==> config.mk <==
export PLATFORM = sky130hd
export DESIGN_NAME = noise_swept_tone_effect_engine_flat
export DESIGN_NICKNAME = d
export VERILOG_FILES = /design/src/rtl/core/nste_pkg.sv /design/src/rtl/core/nste_req_if.sv /design/src/rtl/core/nste_rsp_if.sv /design/src/rtl/core/nste_csr_if.sv /design/src/rtl/core/nste_serial_unit.sv /design/src/rtl/core/noise_swept_tone_effect_engine.sv /design/src/flat_wrapper.sv
export SDC_FILE = /design/constraint.sdc
export NUM_CORES = 1
export LEC_CHECK = 0
export BUFFER_PORTS_ARGS = -buffer_cell sky130_fd_sc_hd__buf_4
export CAP_MARGIN = 20
export CORE_MARGIN = 4
export CORE_UTILIZATION = 52
export DETAILED_ROUTE_END_ITERATION = 12
export HOLD_SLACK_MARGIN = 0.03
export PLACE_DENSITY = 0.7
export REMOVE_ABC_BUFFERS = 1
export SLEW_MARGIN = 30
export SYNTH_ARGS = -nofsm -noshare
export SYNTH_HDL_FRONTEND = slang
export SYNTH_SLANG_ARGS = --single-unit
==> constraint.sdc <==
create_clock -name clock -period 18.9 [get_ports clock]
set_input_delay 2.835 -clock clock [delete_from_list [all_inputs] [get_ports clock]]
set_output_delay 2.835 -clock clock [all_outputs]
set_load 0.1 [all_outputs]
==> src/rtl/core/nste_pkg.sv <==
// Shared types and constants of the noise swept tone effect engine.
// No dependencies; every other file in rtl/core refers to it by scoped names.
package nste_pkg;

   // Field widths of the request, response and register words
   localparam int unsigned ACTION_W  = 2;
   localparam int unsigned CODE_W    = 3;
   localparam int unsigned RANGE_W   = 16;
   localparam int unsigned CMP_W     = 8;
   localparam int unsigned PRE_W     = 2;
   localparam int unsigned TICK_W    = 32;
   localparam int unsigned NOISE_W   = 16;
   localparam int unsigned REMAIN_W  = 8;
   localparam int unsigned PHASE_W   = 5;
   localparam int unsigned FILL_W    = 6;
   localparam int unsigned CSR_IDX_W = 2;
   localparam int unsigned CSR_DAT_W = 8;
   localparam int unsigned PROD_W    = 32;

   // Actions of a request word
   localparam logic [ACTION_W-1:0] ACT_TICK  = 2'd0;
   localparam logic [ACTION_W-1:0] ACT_START = 2'd1;
   localparam logic [ACTION_W-1:0] ACT_DRAW  = 2'd2;

   // Effect codes
   localparam logic [CODE_W-1:0] FX_NONE    = 3'd0;
   localparam logic [CODE_W-1:0] FX_FILL    = 3'd1;
   localparam logic [CODE_W-1:0] FX_CRASH   = 3'd2;
   localparam logic [CODE_W-1:0] FX_DEFAULT = 3'd3;
   localparam logic [CODE_W-1:0] FX_PUSH    = 3'd4;

   // Register indexes
   localparam logic [CSR_IDX_W-1:0] CSR_DUR_FILL    = 2'd0;
   localparam logic [CSR_IDX_W-1:0] CSR_DUR_CRASH   = 2'd1;
   localparam logic [CSR_IDX_W-1:0] CSR_DUR_DEFAULT = 2'd2;
   localparam logic [CSR_IDX_W-1:0] CSR_DUR_PUSH    = 2'd3;

   // Register reset values
   localparam logic [FILL_W-1:0]   DUR_FILL_RST    = 6'd15;
   localparam logic [REMAIN_W-1:0] DUR_CRASH_RST   = 8'd10;
   localparam logic [REMAIN_W-1:0] DUR_DEFAULT_RST = 8'd10;
   localparam logic [REMAIN_W-1:0] DUR_PUSH_RST    = 8'd40;

   // Noise generator
   localparam logic [NOISE_W-1:0] NOISE_TAPS  = 16'hB400;
   localparam logic [NOISE_W-1:0] NOISE_SEED  = 16'h0001;
   localparam logic [RANGE_W-1:0] SPAN_FILL    = 16'd55;
   localparam logic [RANGE_W-1:0] SPAN_CRASH   = 16'd440;
   localparam logic [RANGE_W-1:0] SPAN_PUSH    = 16'd30;
   localparam logic [RANGE_W-1:0] SPAN_DEFAULT = 16'd10;

   // Frequency formula terms
   localparam int FREQ_HIGH_BASE = 660;
   localparam int FREQ_PUSH_BASE = 60;

   // Tone divider
   localparam logic [RANGE_W-1:0] DIV_COARSE_LIMIT = 16'd256;
   localparam logic [PRE_W-1:0]   PRESCALE_FINE    = 2'd2;
   localparam logic [PRE_W-1:0]   PRESCALE_COARSE  = 2'd3;

   // Operations of the serial arithmetic unit
   localparam logic OP_MUL = 1'b0;
   localparam logic OP_DIV = 1'b1;

   typedef struct packed {
      logic start;
      logic op;
   } unit_ctl_type;

endpackage

==> src/rtl/core/nste_req_if.sv <==
// Request channel of the effect engine: action, effect code and draw range.
// Depends on nste_pkg for field widths.
interface nste_req_if;
   logic                                valid;
   logic                                ready;
   logic [nste_pkg::ACTION_W-1:0]       action;
   logic [nste_pkg::CODE_W-1:0]         effect_code;
   logic [nste_pkg::RANGE_W-1:0]        rand_range;

   modport source (output valid, action, effect_code, rand_range, input ready);
   modport sink   (input valid, action, effect_code, rand_range, output ready);
endinterface

==> src/rtl/core/nste_rsp_if.sv <==
// Response channel of the effect engine: tone settings, tick count, draw result.
// Depends on nste_pkg for field widths.
interface nste_rsp_if;
   logic                                valid;
   logic                                ready;
   logic                                tone_on;
   logic                                tone_update;
   logic [nste_pkg::CMP_W-1:0]          compare_value;
   logic [nste_pkg::PRE_W-1:0]          prescale_code;
   logic [nste_pkg::TICK_W-1:0]         elapsed_ticks;
   logic [nste_pkg::CODE_W-1:0]         effect_locking;
   logic [nste_pkg::NOISE_W-1:0]        random_value;

   modport source (output valid, tone_on, tone_update, compare_value, prescale_code,
                   elapsed_ticks, effect_locking, random_value, input ready);
   modport sink   (input valid, tone_on, tone_update, compare_value, prescale_code,
                   elapsed_ticks, effect_locking, random_value, output ready);
endinterface

==> src/rtl/core/nste_csr_if.sv <==
// Register write channel of the effect engine: index and data.
// Depends on nste_pkg for field widths.
interface nste_csr_if;
   logic                                valid;
   logic                                ready;
   logic [nste_pkg::CSR_IDX_W-1:0]      index;
   logic [nste_pkg::CSR_DAT_W-1:0]      data;

   modport source (output valid, index, data, input ready);
   modport sink   (input valid, index, data, output ready);
endinterface

==> src/rtl/core/nste_serial_unit.sv <==
// Shared serial arithmetic unit: 16x16 shift-add multiply, restoring divide.
// One 33-bit adder serves both; depends on nste_pkg.
module nste_serial_unit #(
   parameter int unsigned QUO_W = 19
) (
   input  logic                          clock,
   input  logic                          reset,
   input  nste_pkg::unit_ctl_type        ctl,
   input  logic [nste_pkg::RANGE_W-1:0]  opa,
   input  logic [nste_pkg::RANGE_W-1:0]  opb,
   input  logic [QUO_W-1:0]              dividend,
   output logic                          done,
   output logic [nste_pkg::PROD_W-1:0]   product,
   output logic [QUO_W-1:0]              quotient
);

   localparam int unsigned MAX_N = (QUO_W > nste_pkg::RANGE_W) ? QUO_W : nste_pkg::RANGE_W;
   localparam int unsigned CNT_W = $clog2(MAX_N);
   localparam int unsigned W     = nste_pkg::PROD_W;
   localparam int unsigned RW    = nste_pkg::RANGE_W;

   logic             busy_ff, busy_in;
   logic             done_ff, done_in;
   logic             op_ff, op_in;
   logic [CNT_W-1:0] cnt_ff, cnt_in;
   logic [W-1:0]     acc_ff, acc_in;     // product, or remainder in the low half
   logic [W-1:0]     mcand_ff, mcand_in;
   logic [RW-1:0]    mplier_ff, mplier_in; // multiplier, or divisor
   logic [QUO_W-1:0] quo_ff, quo_in;

   logic [W-1:0]     add_x, add_y;
   logic             add_cin;
   logic [W:0]       add_sum;
   logic [RW:0]      part_rem;

   // Shared adder
   assign add_sum = {1'b0, add_x} + {1'b0, add_y} + {{W{1'b0}}, add_cin};

   // Shift the next dividend bit into the partial remainder
   assign part_rem = {acc_ff[RW-1:0], quo_ff[QUO_W-1]};

   always_comb begin
      if (op_ff == nste_pkg::OP_DIV) begin
         add_x   = W'(part_rem);
         add_y   = ~W'(mplier_ff);
         add_cin = 1'b1;
      end else begin
         add_x   = acc_ff;
         add_y   = mplier_ff[0] ? mcand_ff : '0;
         add_cin = 1'b0;
      end
   end

   // Sequence the iterations
   always_comb begin
      busy_in   = busy_ff;
      done_in   = 1'b0;
      op_in     = op_ff;
      cnt_in    = cnt_ff;
      acc_in    = acc_ff;
      mcand_in  = mcand_ff;
      mplier_in = mplier_ff;
      quo_in    = quo_ff;
      if (ctl.start) begin
         busy_in   = 1'b1;
         op_in     = ctl.op;
         acc_in    = '0;
         mcand_in  = W'(opa);
         mplier_in = opb;
         quo_in    = dividend;
         cnt_in    = (ctl.op == nste_pkg::OP_DIV) ? CNT_W'(QUO_W - 1) : CNT_W'(RW - 1);
      end else if (busy_ff) begin
         if (op_ff == nste_pkg::OP_DIV) begin
            acc_in = add_sum[W] ? W'(add_sum[RW-1:0]) : W'(part_rem[RW-1:0]);
            quo_in = {quo_ff[QUO_W-2:0], add_sum[W]};
         end else begin
            acc_in    = add_sum[W-1:0];
            mcand_in  = {mcand_ff[W-2:0], 1'b0};
            mplier_in = {1'b0, mplier_ff[RW-1:1]};
         end
         cnt_in = cnt_ff - 1'b1;
         if (cnt_ff == '0) begin
            busy_in = 1'b0;
            done_in = 1'b1;
         end
      end
   end

   always_ff @(posedge clock) begin
      if (reset) begin
         busy_ff <= 1'b0;
         done_ff <= 1'b0;
      end else begin
         busy_ff <= busy_in;
         done_ff <= done_in;
      end
      op_ff     <= op_in;
      cnt_ff    <= cnt_in;
      acc_ff    <= acc_in;
      mcand_ff  <= mcand_in;
      mplier_ff <= mplier_in;
      quo_ff    <= quo_in;
   end

   assign done     = done_ff;
   assign product  = acc_ff;
   assign quotient = quo_ff;

endmodule

==> src/rtl/core/noise_swept_tone_effect_engine.sv <==
// Noise swept tone effect engine: sequencer around nste_serial_unit.
// Start, stop, unknown, non-stepping and effect-ending tick words go straight to the response;
// a random draw runs 16 multiply steps; a tick that steps an effect with steps left runs a draw,
// then QUO_W = clog2(CLOCK_HZ/16+1) divide steps. One word at a time: the next is taken once
// the response is loaded, later while an earlier response still waits. Synchronous reset
// restores the defaults, noise to one.
module noise_swept_tone_effect_engine #(
   parameter int unsigned CLOCK_HZ    = 8000000,
   parameter int unsigned STEP_DIVIDE = 20
) (
   input  logic       clock,
   input  logic       reset,
   nste_req_if.sink   req_port,
   nste_rsp_if.source rsp_port,
   nste_csr_if.sink   csr_port
);

   localparam int unsigned DIVIDEND = CLOCK_HZ / 16;
   localparam int unsigned QUO_W    = $clog2(DIVIDEND + 1);
   localparam logic [nste_pkg::PHASE_W-1:0] STEP_LAST = nste_pkg::PHASE_W'(STEP_DIVIDE);

   localparam logic [2:0] ST_IDLE   = 3'd0;
   localparam logic [2:0] ST_DRAW   = 3'd1;
   localparam logic [2:0] ST_FREQ   = 3'd2;
   localparam logic [2:0] ST_DIV    = 3'd3;
   localparam logic [2:0] ST_FINISH = 3'd4;

   localparam int unsigned RW = nste_pkg::RANGE_W;

   // Control and model state
   logic [2:0]                       state_ff, state_in;
   logic [nste_pkg::TICK_W-1:0]      tick_ff, tick_in;
   logic [nste_pkg::PHASE_W-1:0]     phase_ff, phase_in;
   logic [nste_pkg::CODE_W-1:0]      kind_ff, kind_in;
   logic [nste_pkg::REMAIN_W-1:0]    remain_ff, remain_in;
   logic [nste_pkg::NOISE_W-1:0]     lfsr_ff, lfsr_in;
   logic                             tone_en_ff, tone_en_in;
   logic [nste_pkg::CMP_W-1:0]       tone_cmp_ff, tone_cmp_in;
   logic [nste_pkg::PRE_W-1:0]       tone_pre_ff, tone_pre_in;
   logic [nste_pkg::FILL_W-1:0]      dur_fill_ff;
   logic [nste_pkg::REMAIN_W-1:0]    dur_crash_ff, dur_default_ff, dur_push_ff;
   logic                             update_ff, update_in;
   logic                             draw_only_ff, draw_only_in;
   logic [RW-1:0]                    rnd_ff, rnd_in;

   // Response register
   logic                             rsp_valid_ff, rsp_valid_in;
   logic                             rsp_tone_on_ff, rsp_update_ff;
   logic [nste_pkg::CMP_W-1:0]       rsp_cmp_ff;
   logic [nste_pkg::PRE_W-1:0]       rsp_pre_ff;
   logic [nste_pkg::TICK_W-1:0]      rsp_ticks_ff;
   logic [nste_pkg::CODE_W-1:0]      rsp_lock_ff;
   logic [RW-1:0]                    rsp_rnd_ff;
   logic                             rsp_load;

   // Serial unit hookup
   nste_pkg::unit_ctl_type           unit_ctl;
   logic [RW-1:0]                    unit_a, unit_b;
   logic                             unit_done;
   logic [nste_pkg::PROD_W-1:0]      unit_prod;
   logic [QUO_W-1:0]                 unit_quo;

   logic                             req_take;
   logic [nste_pkg::NOISE_W-1:0]     lfsr_next;
   logic [RW-1:0]                    step_span;
   logic signed [17:0]               t_s, r_s, freq_s;
   logic [RW-1:0]                    freq;
   logic [nste_pkg::PROD_W-1:0]      quo_wide;
   logic [RW-1:0]                    div_sat, div_scaled, div_minus;

   nste_serial_unit #(
      .QUO_W (QUO_W)
   ) u_unit (
      .clock    (clock),
      .reset    (reset),
      .ctl      (unit_ctl),
      .opa      (unit_a),
      .opb      (unit_b),
      .dividend (QUO_W'(DIVIDEND)),
      .done     (unit_done),
      .product  (unit_prod),
      .quotient (unit_quo)
   );

   assign req_port.ready = (state_ff == ST_IDLE);
   assign req_take       = req_port.valid && req_port.ready;
   assign csr_port.ready = 1'b1;

   // Advance the Galois noise generator by one shift
   assign lfsr_next = {1'b0, lfsr_ff[nste_pkg::NOISE_W-1:1]}
                      ^ (lfsr_ff[0] ? nste_pkg::NOISE_TAPS : '0);

   // Pick the noise span of the active effect
   always_comb begin
      case (kind_ff)
         nste_pkg::FX_FILL:  step_span = nste_pkg::SPAN_FILL;
         nste_pkg::FX_CRASH: step_span = nste_pkg::SPAN_CRASH;
         nste_pkg::FX_PUSH:  step_span = nste_pkg::SPAN_PUSH;
         default:            step_span = nste_pkg::SPAN_DEFAULT;
      endcase
   end

   // Tone frequency from remaining steps (not for crash) and noise, clamped to at least one
   assign t_s = $signed({10'b0, remain_ff});
   assign r_s = $signed({2'b0, rnd_ff});
   always_comb begin
      case (kind_ff)
         nste_pkg::FX_FILL:
            freq_s = 18'(nste_pkg::FREQ_HIGH_BASE) - (t_s * 18'sd10) + r_s;
         nste_pkg::FX_CRASH:
            freq_s = 18'(nste_pkg::FREQ_HIGH_BASE) + r_s;
         nste_pkg::FX_PUSH:
            freq_s = 18'(nste_pkg::FREQ_PUSH_BASE) + (t_s * 18'sd16) + r_s;
         default:
            freq_s = 18'(nste_pkg::FREQ_HIGH_BASE) + (t_s * 18'sd5) + r_s;
      endcase
   end
   assign freq = (freq_s < 18'sd1) ? RW'(1) : freq_s[RW-1:0];

   // Saturate the quotient, then choose the prescaler
   assign quo_wide   = nste_pkg::PROD_W'(unit_quo);
   assign div_sat    = (|quo_wide[nste_pkg::PROD_W-1:RW]) ? '1 : quo_wide[RW-1:0];
   assign div_scaled = (div_sat > nste_pkg::DIV_COARSE_LIMIT) ? {3'b0, div_sat[RW-1:3]}
                                                              : div_sat;
   assign div_minus  = div_scaled - RW'(1);

   // Sequencer
   always_comb begin
      state_in     = state_ff;
      tick_in      = tick_ff;
      phase_in     = phase_ff;
      kind_in      = kind_ff;
      remain_in    = remain_ff;
      lfsr_in      = lfsr_ff;
      tone_en_in   = tone_en_ff;
      tone_cmp_in  = tone_cmp_ff;
      tone_pre_in  = tone_pre_ff;
      update_in    = update_ff;
      draw_only_in = draw_only_ff;
      rnd_in       = rnd_ff;
      rsp_load     = 1'b0;
      unit_ctl     = '{start: 1'b0, op: nste_pkg::OP_MUL};
      unit_a       = lfsr_next;
      unit_b       = step_span;
      unique case (state_ff)
         ST_IDLE: begin
            if (req_take) begin
               update_in    = 1'b0;
               draw_only_in = (req_port.action == nste_pkg::ACT_DRAW);
               state_in     = ST_FINISH;
               case (req_port.action)
                  nste_pkg::ACT_TICK: begin
                     tick_in  = tick_ff + 1'b1;
                     phase_in = phase_ff + 1'b1;
                     if (phase_ff >= STEP_LAST) begin
                        phase_in = '0;
                        if (kind_ff != nste_pkg::FX_NONE) begin
                           update_in = 1'b1;
                           if (remain_ff > 8'd1) begin
                              // Count down and draw noise for the new tone
                              remain_in      = remain_ff - 1'b1;
                              lfsr_in        = lfsr_next;
                              unit_ctl.start = 1'b1;
                              state_in       = ST_DRAW;
                           end else begin
                              // Effect over: silence the tone
                              remain_in  = '0;
                              tone_en_in = 1'b0;
                              kind_in    = nste_pkg::FX_NONE;
                           end
                        end
                     end
                  end
                  nste_pkg::ACT_START: begin
                     case (req_port.effect_code)
                        nste_pkg::FX_NONE: remain_in = '0;
                        nste_pkg::FX_FILL: begin
                           remain_in = nste_pkg::REMAIN_W'(dur_fill_ff);
                           kind_in   = req_port.effect_code;
                        end
                        nste_pkg::FX_CRASH: begin
                           remain_in = dur_crash_ff;
                           kind_in   = req_port.effect_code;
                        end
                        nste_pkg::FX_DEFAULT: begin
                           remain_in = dur_default_ff;
                           kind_in   = req_port.effect_code;
                        end
                        nste_pkg::FX_PUSH: begin
                           remain_in = dur_push_ff;
                           kind_in   = req_port.effect_code;
                        end
                        default: ;
                     endcase
                  end
                  nste_pkg::ACT_DRAW: begin
                     lfsr_in        = lfsr_next;
                     unit_b         = req_port.rand_range;
                     unit_ctl.start = 1'b1;
                     state_in       = ST_DRAW;
                  end
                  default: ;
               endcase
            end
         end
         ST_DRAW: begin
            if (unit_done) begin
               rnd_in   = unit_prod[nste_pkg::PROD_W-1:RW];
               state_in = draw_only_ff ? ST_FINISH : ST_FREQ;
            end
         end
         ST_FREQ: begin
            unit_ctl = '{start: 1'b1, op: nste_pkg::OP_DIV};
            unit_b   = freq;
            state_in = ST_DIV;
         end
         ST_DIV: begin
            if (unit_done) begin
               tone_en_in  = 1'b1;
               tone_pre_in = (div_sat > nste_pkg::DIV_COARSE_LIMIT) ?
                             nste_pkg::PRESCALE_COARSE : nste_pkg::PRESCALE_FINE;
               tone_cmp_in = div_minus[nste_pkg::CMP_W-1:0];
               state_in    = ST_FINISH;
            end
         end
         ST_FINISH: begin
            if (!rsp_valid_ff || rsp_port.ready) begin
               rsp_load = 1'b1;
               state_in = ST_IDLE;
            end
         end
         default: state_in = ST_IDLE;
      endcase
   end

   // Hold the response word until it is taken
   always_comb begin
      rsp_valid_in = rsp_valid_ff && !rsp_port.ready;
      if (rsp_load) begin
         rsp_valid_in = 1'b1;
      end
   end

   always_ff @(posedge clock) begin
      if (reset) begin
         state_ff     <= ST_IDLE;
         tick_ff      <= '0;
         phase_ff     <= '0;
         kind_ff      <= nste_pkg::FX_NONE;
         remain_ff    <= '0;
         lfsr_ff      <= nste_pkg::NOISE_SEED;
         tone_en_ff   <= 1'b0;
         tone_cmp_ff  <= '0;
         tone_pre_ff  <= '0;
         update_ff    <= 1'b0;
         draw_only_ff <= 1'b0;
         rsp_valid_ff <= 1'b0;
      end else begin
         state_ff     <= state_in;
         tick_ff      <= tick_in;
         phase_ff     <= phase_in;
         kind_ff      <= kind_in;
         remain_ff    <= remain_in;
         lfsr_ff      <= lfsr_in;
         tone_en_ff   <= tone_en_in;
         tone_cmp_ff  <= tone_cmp_in;
         tone_pre_ff  <= tone_pre_in;
         update_ff    <= update_in;
         draw_only_ff <= draw_only_in;
         rsp_valid_ff <= rsp_valid_in;
      end
      rnd_ff <= rnd_in;
   end

   // Duration registers
   always_ff @(posedge clock) begin
      if (reset) begin
         dur_fill_ff    <= nste_pkg::DUR_FILL_RST;
         dur_crash_ff   <= nste_pkg::DUR_CRASH_RST;
         dur_default_ff <= nste_pkg::DUR_DEFAULT_RST;
         dur_push_ff    <= nste_pkg::DUR_PUSH_RST;
      end else if (csr_port.valid && csr_port.ready) begin
         unique case (csr_port.index)
            nste_pkg::CSR_DUR_FILL:    dur_fill_ff    <= csr_port.data[nste_pkg::FILL_W-1:0];
            nste_pkg::CSR_DUR_CRASH:   dur_crash_ff   <= csr_port.data;
            nste_pkg::CSR_DUR_DEFAULT: dur_default_ff <= csr_port.data;
            nste_pkg::CSR_DUR_PUSH:    dur_push_ff    <= csr_port.data;
            default: ;
         endcase
      end
   end

   // Capture the response payload
   always_ff @(posedge clock) begin
      if (rsp_load) begin
         rsp_tone_on_ff <= tone_en_ff;
         rsp_update_ff  <= update_ff;
         rsp_cmp_ff     <= tone_cmp_ff;
         rsp_pre_ff     <= tone_pre_ff;
         rsp_ticks_ff   <= tick_ff;
         rsp_lock_ff    <= {1'b0, kind_ff[1:0]};
         rsp_rnd_ff     <= draw_only_ff ? rnd_ff : '0;
      end
   end

   assign rsp_port.valid          = rsp_valid_ff;
   assign rsp_port.tone_on        = rsp_tone_on_ff;
   assign rsp_port.tone_update    = rsp_update_ff;
   assign rsp_port.compare_value  = rsp_cmp_ff;
   assign rsp_port.prescale_code  = rsp_pre_ff;
   assign rsp_port.elapsed_ticks  = rsp_ticks_ff;
   assign rsp_port.effect_locking = rsp_lock_ff;
   assign rsp_port.random_value   = rsp_rnd_ff;

endmodule
==> src/flat_wrapper.sv <==
// flat-port wrapper written by rule: the top's interface ports become plain ports
module noise_swept_tone_effect_engine_flat 
#(
   parameter int unsigned CLOCK_HZ    = 8000000,
   parameter int unsigned STEP_DIVIDE = 20
)
  (clock, reset, req_port_valid, req_port_action, req_port_effect_code, req_port_rand_range, req_port_ready, rsp_port_valid, rsp_port_tone_on, rsp_port_tone_update, rsp_port_compare_value, rsp_port_prescale_code, rsp_port_elapsed_ticks, rsp_port_effect_locking, rsp_port_random_value, rsp_port_ready, csr_port_valid, csr_port_index, csr_port_data, csr_port_ready);
  nste_req_if req_port_i ();
  nste_rsp_if rsp_port_i ();
  nste_csr_if csr_port_i ();
  input  logic clock;
  input  logic reset;
  input wire logic [$bits(req_port_i.valid)-1:0] req_port_valid;
  input wire logic [$bits(req_port_i.action)-1:0] req_port_action;
  input wire logic [$bits(req_port_i.effect_code)-1:0] req_port_effect_code;
  input wire logic [$bits(req_port_i.rand_range)-1:0] req_port_rand_range;
  output wire logic [$bits(req_port_i.ready)-1:0] req_port_ready;
  output wire logic [$bits(rsp_port_i.valid)-1:0] rsp_port_valid;
  output wire logic [$bits(rsp_port_i.tone_on)-1:0] rsp_port_tone_on;
  output wire logic [$bits(rsp_port_i.tone_update)-1:0] rsp_port_tone_update;
  output wire logic [$bits(rsp_port_i.compare_value)-1:0] rsp_port_compare_value;
  output wire logic [$bits(rsp_port_i.prescale_code)-1:0] rsp_port_prescale_code;
  output wire logic [$bits(rsp_port_i.elapsed_ticks)-1:0] rsp_port_elapsed_ticks;
  output wire logic [$bits(rsp_port_i.effect_locking)-1:0] rsp_port_effect_locking;
  output wire logic [$bits(rsp_port_i.random_value)-1:0] rsp_port_random_value;
  input wire logic [$bits(rsp_port_i.ready)-1:0] rsp_port_ready;
  input wire logic [$bits(csr_port_i.valid)-1:0] csr_port_valid;
  input wire logic [$bits(csr_port_i.index)-1:0] csr_port_index;
  input wire logic [$bits(csr_port_i.data)-1:0] csr_port_data;
  output wire logic [$bits(csr_port_i.ready)-1:0] csr_port_ready;
  assign req_port_i.valid = req_port_valid;
  assign req_port_i.action = req_port_action;
  assign req_port_i.effect_code = req_port_effect_code;
  assign req_port_i.rand_range = req_port_rand_range;
  assign req_port_ready = req_port_i.ready;
  assign rsp_port_valid = rsp_port_i.valid;
  assign rsp_port_tone_on = rsp_port_i.tone_on;
  assign rsp_port_tone_update = rsp_port_i.tone_update;
  assign rsp_port_compare_value = rsp_port_i.compare_value;
  assign rsp_port_prescale_code = rsp_port_i.prescale_code;
  assign rsp_port_elapsed_ticks = rsp_port_i.elapsed_ticks;
  assign rsp_port_effect_locking = rsp_port_i.effect_locking;
  assign rsp_port_random_value = rsp_port_i.random_value;
  assign rsp_port_i.ready = rsp_port_ready;
  assign csr_port_i.valid = csr_port_valid;
  assign csr_port_i.index = csr_port_index;
  assign csr_port_i.data = csr_port_data;
  assign csr_port_ready = csr_port_i.ready;
  noise_swept_tone_effect_engine #(.CLOCK_HZ(CLOCK_HZ), .STEP_DIVIDE(STEP_DIVIDE)) u_core (.clock(clock), .reset(reset), .req_port(req_port_i), .rsp_port(rsp_port_i), .csr_port(csr_port_i));
endmodule
=== Word level (Yosys, flattened, before mapping) ===
Cells that the tools add are included.

* Add/subtract/negate cells: 14
* Equal/unequal tests: 31
* Bitwise operators: 4
* $lt $le $gt $ge: 4
* Muxes and demuxes: 74
* Reductions and logical operators: 34
* Multipliers: 2

{| class="wikitable"
|+ Operator list
! operator !! count
|-
| 2-to-1 mux 16 bit || 15
|-
| 2-to-1 mux 32 bit || 4
|-
| one-hot mux 16 bit (2 select lines) || 2
|-
| adder 18 x 17 -> 18 bit || 3
|-
| one-hot mux 18 bit (3 select lines) || 1
|-
| one-hot mux 8 bit (5 select lines) || 1
|-
| 2-to-1 mux 3 bit || 12
|-
| adder 32 x 32 -> 33 bit || 1
|-
| adder 33 x 1 -> 33 bit || 1
|-
| adder 32 x 1 -> 32 bit, second input constant || 1
|-
| 2-to-1 mux 8 bit || 4
|-
| NOT 16 -> 32 bit || 1
|-
| one-hot mux 9 bit (3 select lines) || 1
|-
| 2-to-1 mux 1 bit || 23
|-
| multiplier 8 x 3 -> 11 bit, second input constant || 2
|-
| 2-to-1 mux 5 bit || 4
|-
| != test 2 bit, second input constant || 10
|-
| AND reduction 2 bit || 10
|-
| adder 11 x 18 -> 18 bit, first input constant || 1
|-
| < comparator 18 x 2 -> 1 bit, second input constant || 1
|-
| subtractor 11 x 18 -> 18 bit, first input constant || 1
|-
| adder 10 x 16 -> 17 bit, first input constant || 1
|-
| > comparator 16 x 9 -> 1 bit, second input constant || 1
|-
| one-hot mux 8 bit (2 select lines) || 1
|-
| 32 further kinds || 61
|}

* Input bits: 36
* Flip-flop bits (word level): 296

=== Depth between registers and ports, before layout ===
Gate-level depths: netlist (run 1).

* Word-level depth: 9
* Depth in mapped cells: 22
* Mapped depth without buffers: 22

=== Hierarchy ===
From an unflattened synthesis (run 1), not the netlist that was laid out.

* Cell total of the unflattened synthesis: 1967
* Area total of the unflattened synthesis: 18401.4 um2

{| class="wikitable"
|+ Modules (own cells, without submodules)
! module !! times used !! seq. area each (um2) !! cells each !! area each (um2)
|-
| noise_swept_tone_effect_engine || 1 || 4564.4 || 1302 || 11735.0
|-
| nste_serial_unit || 1 || 2712.6 || 665 || 6666.4
|}

=== Worst setup path before layout (run 1) ===
No wires, ideal clock.

* Path type: in2reg
* Start point: input port rsp_port_ready
* End point: register u_core.rsp_cmp_ff, in the netlist u_core.rsp_port.compare_value[0], enable pin
* Setup slack: 9500 ps
* Arrival time: 8764 ps
* Buffers on the path: 0
* Stages on the path: 2
* Cell sequence: nor2b_1 nor4_1

* Cells in the longest elaborated chain, start to end: 3

{| class="wikitable"
|+ RTL lines
! item !! RTL line !! text
|-
| start, declared || flat_wrapper.sv:26 || <nowiki>input wire logic [$bits(rsp_port_i.ready)-1:0] rsp_port_ready;</nowiki>
|-
| logical OR 1 bit || noise_swept_tone_effect_engine.sv:227 || <nowiki>if (!rsp_valid_ff || rsp_port.ready) begin</nowiki>
|-
| 2-to-1 mux 1 bit || noise_swept_tone_effect_engine.sv:227 ||
|-
| 2-to-1 mux 1 bit || noise_swept_tone_effect_engine.sv:145 || <nowiki>unique case (state_ff)</nowiki>
|-
| via u_core.rsp_load || noise_swept_tone_effect_engine.sv:54 || <nowiki>logic rsp_load;</nowiki>
|-
| end signal, assigned || noise_swept_tone_effect_engine.sv:298 || <nowiki>rsp_cmp_ff <= tone_cmp_ff;</nowiki>
|-
| end, declared || noise_swept_tone_effect_engine.sv:49 || <nowiki>logic [nste_pkg::CMP_W-1:0] rsp_cmp_ff;</nowiki>
|}

The timed path passes the listed nets, and every way through them passes these cells.
A chain may end at the register's enable or synchronous reset.

=== Final worst setup path (run 1) ===
* Start point: register u_core.u_unit.op_ff
* End point: register u_core.u_unit.acc_ff[10], in the netlist u_core.u_unit.product[10]

* Cells in the longest elaborated chain, start to end: 5
* Elaborated cells on any way between the ends: 7
* Classes of those cells: add/sub: 2; mux: 5

{| class="wikitable"
|+ RTL lines
! item !! RTL line !! text
|-
| start, declared || nste_serial_unit.sv:24 || <nowiki>logic op_ff, op_in;</nowiki>
|-
| start signal, assigned || nste_serial_unit.sv:97 || <nowiki>op_ff <= op_in;</nowiki>
|-
| 2-to-1 mux 32 bit || nste_serial_unit.sv:43 || <nowiki>if (op_ff == nste_pkg::OP_DIV) begin</nowiki>
|-
| adder 32 x 32 -> 33 bit || nste_serial_unit.sv:37 || <nowiki>assign add_sum = {1'b0, add_x} + {1'b0, add_y} + {{W{1'b0}}, add_cin};</nowiki>
|-
| adder 33 x 1 -> 33 bit || nste_serial_unit.sv:37 ||
|-
| 2-to-1 mux 16 bit || nste_serial_unit.sv:74 || <nowiki>acc_in = add_sum[W] ? W'(add_sum[RW-1:0]) : W'(part_rem[RW-1:0]);</nowiki>
|-
| 2-to-1 mux 32 bit (*) || nste_serial_unit.sv:73 || <nowiki>if (op_ff == nste_pkg::OP_DIV) begin</nowiki>
|-
| end signal, assigned || nste_serial_unit.sv:99 || <nowiki>acc_ff <= acc_in;</nowiki>
|-
| end, declared || nste_serial_unit.sv:26 || <nowiki>logic [W-1:0] acc_ff, acc_in;</nowiki>
|}

Mark *: on every way between the ends. The rest lies on a longest branch, timed or not.

==> results of run 1 <==
[flip-flops by register name, summed over array words and instances, names as in the netlist, 6 cells and up]
signal,flops
u_core.rsp_port.random_value,16
u_core.u_unit.product,32
u_core.dur_default_ff,8
u_core.lfsr_ff,16
u_core.remain_ff,8
u_core.u_unit.quotient,19
u_core.dur_fill_ff,6
u_core.u_unit.mplier_ff,16
u_core.rsp_port.elapsed_ticks,32
u_core.u_unit.mcand_ff,32
u_core.dur_push_ff,8
u_core.dur_crash_ff,8
u_core.tick_ff,32
u_core.rnd_ff,16
u_core.tone_cmp_ff,8
u_core.rsp_port.compare_value,8
[synth_stat cells (5+ instances only)]
master    count  share of area
and2_1       25         0.0090
o22ai_1      11         0.0040
a221oi_1      5         0.0025
o211ai_1     12         0.0052
o21a_1       13         0.0056
fa_1          5         0.0058
o21bai_1      8         0.0035
o21ai_1      13         0.0038
nand2_1     287          0.062
nand4_1      21         0.0076
a221o_1       5         0.0029
mux2_2       23          0.015
a21o_1       19         0.0082
o21ai_0     110          0.032
a211o_1       7         0.0035
xor2_1       48          0.024
nor2_1      165          0.036
o31a_1        8         0.0041
dfxtp_1     180           0.21
clkbuf_1     62          0.013
a21oi_1     154          0.045
a22o_1       17         0.0086
mux2i_1      25          0.014
or2_2         8         0.0029
a22oi_1      23          0.010
nor3_1       33         0.0095
a31oi_1      14         0.0051
nand3b_1     14         0.0061
or3_1        12         0.0043
and3_1       13         0.0047
a211oi_1     21         0.0091
nand3_1      42          0.012
nor2b_1      41          0.015
buf_2        16         0.0046
edfxtp_1    116           0.20
ha_1        109          0.079
xnor2_1      63          0.032
nand2b_1     14         0.0051
and4_1        6         0.0030
nor4_1       10         0.0036
o221ai_1      5         0.0025
inv_1        69          0.015
nor3b_1      10         0.0043
[cells by family after synthesis]
| group | count (synthesis) | synth area share |
|---|---|---|
| and+or+nand+nor | 725 | 0.199 |
| AOI/OAI and AO/OA | 495 | 0.182 |
| DFF | 296 | 0.410 |
| buffers and inverters | 159 | 0.0383 |
| adders and majority gates | 115 | 0.0853 |
| xor gates and xnor gates | 111 | 0.0562 |
| muxes | 48 | 0.0294 |
| other | 2 | 0.000434 |
[power groups by stage]
| stage | Clock, mW | Sequential [mW] | Combinational (mW) |
|---|---|---|---|
| after floorplan | 0 | 0.979 | 0.472 |
| after global placement | 0 | 0.874 | 0.756 |
| after detailed placement | 0 | 0.878 | 0.772 |
| after CTS | 0.639 | 0.865 | 0.774 |
| after global routing | 0.664 | 0.877 | 0.858 |
| final | 0.625 | 0.867 | 0.777 |
[cell type report]
class | instances | area (µm²)
Inverter | 72 | 270
Multi-Input combinational cell | 1496 | 9570
Tap cell | 442 | 553
Clock inverter | 19 | 156
Antenna cell | 1 | 2.50
Clock buffer | 43 | 895
Sequential cell | 296 | 7090
Fill cell | 2918 | 13300
Timing Repair Buffer | 110 | 830
[path summary, 6_finish.rpt]
kind	endpoint	slack, ns	depth (start not counted)
worst max-delay path	u_core.u_unit.product[10]	13.49	15
worst min-delay path	u_core.rsp_port.compare_value[4]	0.43	0
worst max register to register	u_core.u_unit.product[10]	13.49	15
worst min register to register	u_core.rsp_port.compare_value[4]	0.43	0
[stage by stage]
| step | hold slack, ns | util | cell area [µm²] |
|---|---|---|---|
| finish | 0.428 | 0.592 | 19400 |
| global route | 0.444 | 0.592 | 19400 |
| CTS | 0.430 | 0.592 | 19400 |
| detailed placement | 0.417 | 0.560 | 18300 |
| global placement | 0.413 | 0.560 | 18300 |
| floorplan | 0.402 | - | 16900 |
[layer usage]
| layer | GRT usage | share of wire | vias to the layer above |
|---|---|---|---|
| met1 | 0.344 | 0.45 | 6834 |
| met2 | 0.387 | 0.45 | 506 |
| met3 | 0.0328 | 0.071 | 98 |
| li1 | - | - | 7115 |
| met4 | 0.0776 | 0.032 | 0 |
| met5 | 0 | 0 | - |
==> flow_summary.yaml, run 1 <==
timing:
  slew_viol_final: 0
  fin_ws_ns: 13.49
  clock.fmax_ghz: 0.185
  rsz0062_at_grt: "false"
  hold_violations: 0
  tightestPinTransition_ns: 0.990
  slew_headroom: 0.335
  setup_violations: 0
  post-route-period-util: 0.286
  setup_tns_ns: 0
  clock_skew_ns: 0.0125
  period_needed_ns: 5.41
critical_path:
  cp-end-kind: "register"
  cp_top_family: "compound AO/OA/AOI/OAI gates"
  path_cells: "buf_4, clkinv_1, o21ai_0, fa_1, inv_1, fa_1, nor2b_1, o31a_1, o31ai_1, a211oi_1, o2111ai_1, o211ai_2, a31oi_4, o41ai_1, nor2_1"
  start_kind: "register"
  cpPeakStageDelay_ns: 0.84
  critPathLaunch: "u_core.u_unit.op_ff"
  r2r-start: "u_core.u_unit.op_ff"
  cp_slowest_cell: "clkinv_1"
  cp_num_buf_inv: 3
  cp_data_required_time_ns: 19.29
  cp_common_cell: "fa_1"
  critical_path_class: "register to register"
  crit_fanout: 39
  critical_path_arrival_ns: 5.80
synthesis:
  syn-cell-area_mm2: 0.0173
  avgSynthCellArea_um2: 8.87
  syn_inst: 1951
  synth_seq_cells: 296
  ys_warn_count: 0
  synth_ff_type: "dfxtp_1"
  synth-edff-count: 116
  yosysSeqAreaShare: 0.410
  synth_cell_types: 93
  ys_async_sr_fraction: 0
place:
  dp_hpwl_mm: 32.5
  gp_congestion: 0.897
  pre_cts_slack_ns: 13.15
  port_buffers: 99
  dp.cells: 2416
global_route:
  grt_max_degree: 111
  gr-total-overflow: 0
  grt_pass1_vias: 13900
  grt_first_pass_wirelength_mm: 72.6
  antenna_found_initial: 1
  grt.total_usage: 0.243
power:
  power_switching_uw: 865
  p_int_mw: 1.40
  power_mw: 2.27
  ir_drop_uv: 87.9
  combPwrFrac: 0.342
  clockPowerShare: 0.276
  seqPwrFrac: 0.382
  power_density_mw_per_mm2: 117
  switching_share: 0.381
  leakage_nw: 7.61
hold_path:
  hold_path_class: "register to register"
  min-delay-start: "u_core.tone_cmp_ff[4]"
layout:
  area_growth_pct: 11.9
  layout_common_cells: "nand2_1 (287), dfxtp_1 (180), nor2_1 (164), a21oi_1 (154), edfxtp_1 (116)"
  finish.net_count: 2160
  drive_above_1_share: 0.110
  final_cell_count_no_fill: 2479
  final_common_cell: "nand2_1"
floorplan:
  pin_count: 102
  dieHeight_um: 190
  fp.dieArea_mm2: 0.0363
  dieWidth_um: 190
  start_util: 0.529
  rows: 66
  core_mm2: 0.0327
clock_network:
  post_cts_buffers: 0
  clkTransAtPathRegs_ns: 0.06
  cts_buffers: 34
  clock-root-buffer: "clkbuf_16"
  cts_sinks: 296
  holdBufCountCts: 0
  post_cts_resized: 0
  clock_path_buffers: 3
  cts_tree: "yes"
  htreeDepth: 2
  clk_latency_ns: 0.52
flow_run:
  max_cap_viol_count: 0
drt:
  finalWirelength_mm: 44.4
  vias: 14600
  viasPerCell: 5.87
  drtPass1Iterations: 5
  routedWlPerCell_um: 17.9
  detail-route-antenna-nets: 0
  drc_errors: 0
  drtIter0Drc: 1085
outcome:
  outcome: "completed"
Note: power is estimated with default switching activity, not from simulation.
==> inputs of run 2 (changes only) <==
==> constraint.sdc (replaced) <==
create_clock -name clock -period 5.4 [get_ports clock]
set_input_delay 0.81 -clock clock [delete_from_list [all_inputs] [get_ports clock]]
set_output_delay 0.81 -clock clock [all_outputs]
set_load 0.1 [all_outputs]
==> flow_summary.yaml, run 2 (synthesis results as in run 1) <==
critical_path:
  path_cells: "ha_1, ha_1, fa_1, a21oi_1, nor2_1, nor2_1, o21bai_1, a21oi_1, xnor2_1, or2_2, ha_1, nand2_1, nor4_4, nor3_1, a21oi_1, nand2_1, or4_1, a2111oi_1, nand4_1, a21oi_1"
  cp_common_cell: "a21oi_1"
  cpPeakStageDelay_ns: 0.49
  critical_path_arrival_ns: 5.34
  worstReg2RegEnd: "u_core.u_unit.mplier_ff[0]"
  cp-end-kind: "register"
  start_kind: "register"
  r2r_slack_ns: 0.47
  r2r-start: "u_core.remain_ff[1]"
  cp_data_required_time_ns: 5.81
  critical_path_class: "register to register"
  cp_slowest_cell: "dfxtp_1"
  reg2reg_depth: 20
  crit_fanout: 9
floorplan:
  core_mm2: 0.0327
  rows: 66
  start_util: 0.529
  dieHeight_um: 190
  pin_count: 102
  fp.dieArea_mm2: 0.0363
  dieWidth_um: 190
drt:
  vias: 14500
  detail-route-antenna-nets: 0
  routedWlPerCell_um: 17.8
  drtIter0Drc: 1160
  finalWirelength_mm: 44.1
  drc_errors: 0
  drtPass1Iterations: 7
  viasPerCell: 5.84
hold_path:
  min_to: "u_core.rsp_port.compare_value[4]"
  min_path_cells: 0
  min-delay-start: "u_core.tone_cmp_ff[4]"
  hold_path_class: "register to register"
clock_network:
  post_cts_buffers: 0
  post_cts_resized: 0
  holdBufCountCts: 0
  clock-root-buffer: "clkbuf_16"
  cts_tree: "yes"
  cts_buffers: 31
  cts_sinks: 296
  clkTransAtPathRegs_ns: 0.06
  htreeDepth: 1
  clk_latency_ns: 0.56
  clock_path_buffers: 3
timing:
  hold_violations: 0
  slew_viol_final: 0
  tightestPinTransition_ns: 0.986
  setup_tns_ns: 0
  clock_skew_ns: 0.0167
  rsz0062_at_grt: "false"
  period_needed_ns: 4.93
  slew_headroom: 0.338
  setup_violations: 0
  clock.fmax_ghz: 0.203
  post-route-period-util: 0.914
power:
  power_mw: 7.87
  power_density_mw_per_mm2: 406
  ir_drop_uv: 279
  leakage_nw: 7.66
place:
  gp_congestion: 0.938
  place_area_mm2: 0.0184
  port_buffers: 99
  dp.cells: 2426
  dp_hpwl_mm: 32.3
global_route:
  gr-total-overflow: 0
  grt_first_pass_wirelength_mm: 71.8
  antenna_found_initial: 0
  grt.total_usage: 0.240
  grt_pass1_vias: 13700
  grt_max_degree: 66
outcome:
  outcome: "completed"
layout:
  insertedDiodeCount: 0
  finish.net_count: 2167
  final_common_cell: "nand2_1"
  final_cell_count_no_fill: 2484
  layout_common_cells: "nand2_1 (287), dfxtp_1 (180), nor2_1 (165), a21oi_1 (154), buf_4 (120)"
  drive_above_1_share: 0.111
  fin_area_mm2: 0.0194
  area_growth_pct: 12.1
  fin_util: 0.593
flow_run:
  max_cap_viol_count: 0
[run 2: changes by cell type in the layout (fill, tap and decap cells not counted), sizes merged]
cell      delta
buf         +10
clkbuf       +6
clkinv       -5
clkinvlp     -4
diode        -1
inv          -1
[run 2: routing by layer]
layer	GRT usage	vias up	part of all wire
li1	-	7149	-
met1	0.339	6817	0.46
met2	0.388	461	0.45
met3	0.0372	78	0.069
met4	0.0633	0	0.025
met5	0	-	0
[run 2: stage by stage]
stage	worst slack, ns	hold slack (ns)
finish	0.466	0.427
global route	0.0407	0.435
CTS	0.448	0.430
detailed placement	0.474	0.415
global placement	0.521	0.413
floorplan	-2.05	0.402
[run 2: final cells by class]
cell class              count  area, µm²
repair buffers            120        901
flip-flops and latches    296       7090
clock inverters             9       78.8
clock buffers              49        935
fillers                  2960      13300
inverters                  72        270
multi-input cells        1496       9570
well taps                 442        553
[run 2: worst max-delay path by stage]
stage                     startpoint                                to
2_1_floorplan  u_core.rsp_port.valid  u_core.rsp_port.compare_value[0]
5_1_grt          u_core.remain_ff[1]        u_core.u_unit.mplier_ff[0]
3_5_place_dp     u_core.remain_ff[1]        u_core.u_unit.mplier_ff[0]
4_1_cts          u_core.remain_ff[1]        u_core.u_unit.mplier_ff[0]
6_report         u_core.remain_ff[1]        u_core.u_unit.mplier_ff[0]
3_3_place_gp     u_core.remain_ff[1]        u_core.u_unit.mplier_ff[0]
[run 2: where the power goes]
group	total, mW	leakage [nW]	internal [mW]	switching [mW]
sequential	3.01	2.56	2.74	0.267
clock	2.10	0.497	1.23	0.869
combinational	2.76	4.60	0.942	1.82
[run 2: critical path, delay by kind of cell, from the launching register on]
kind	cells	cell delay, ns
AND/OR/NAND/NOR	9	1.82
adder cells (fa/ha/maj)	4	1.24
AO/OA/AOI/OAI	6	1.05
flip-flops	1	0.49
XOR/XNOR	1	0.16
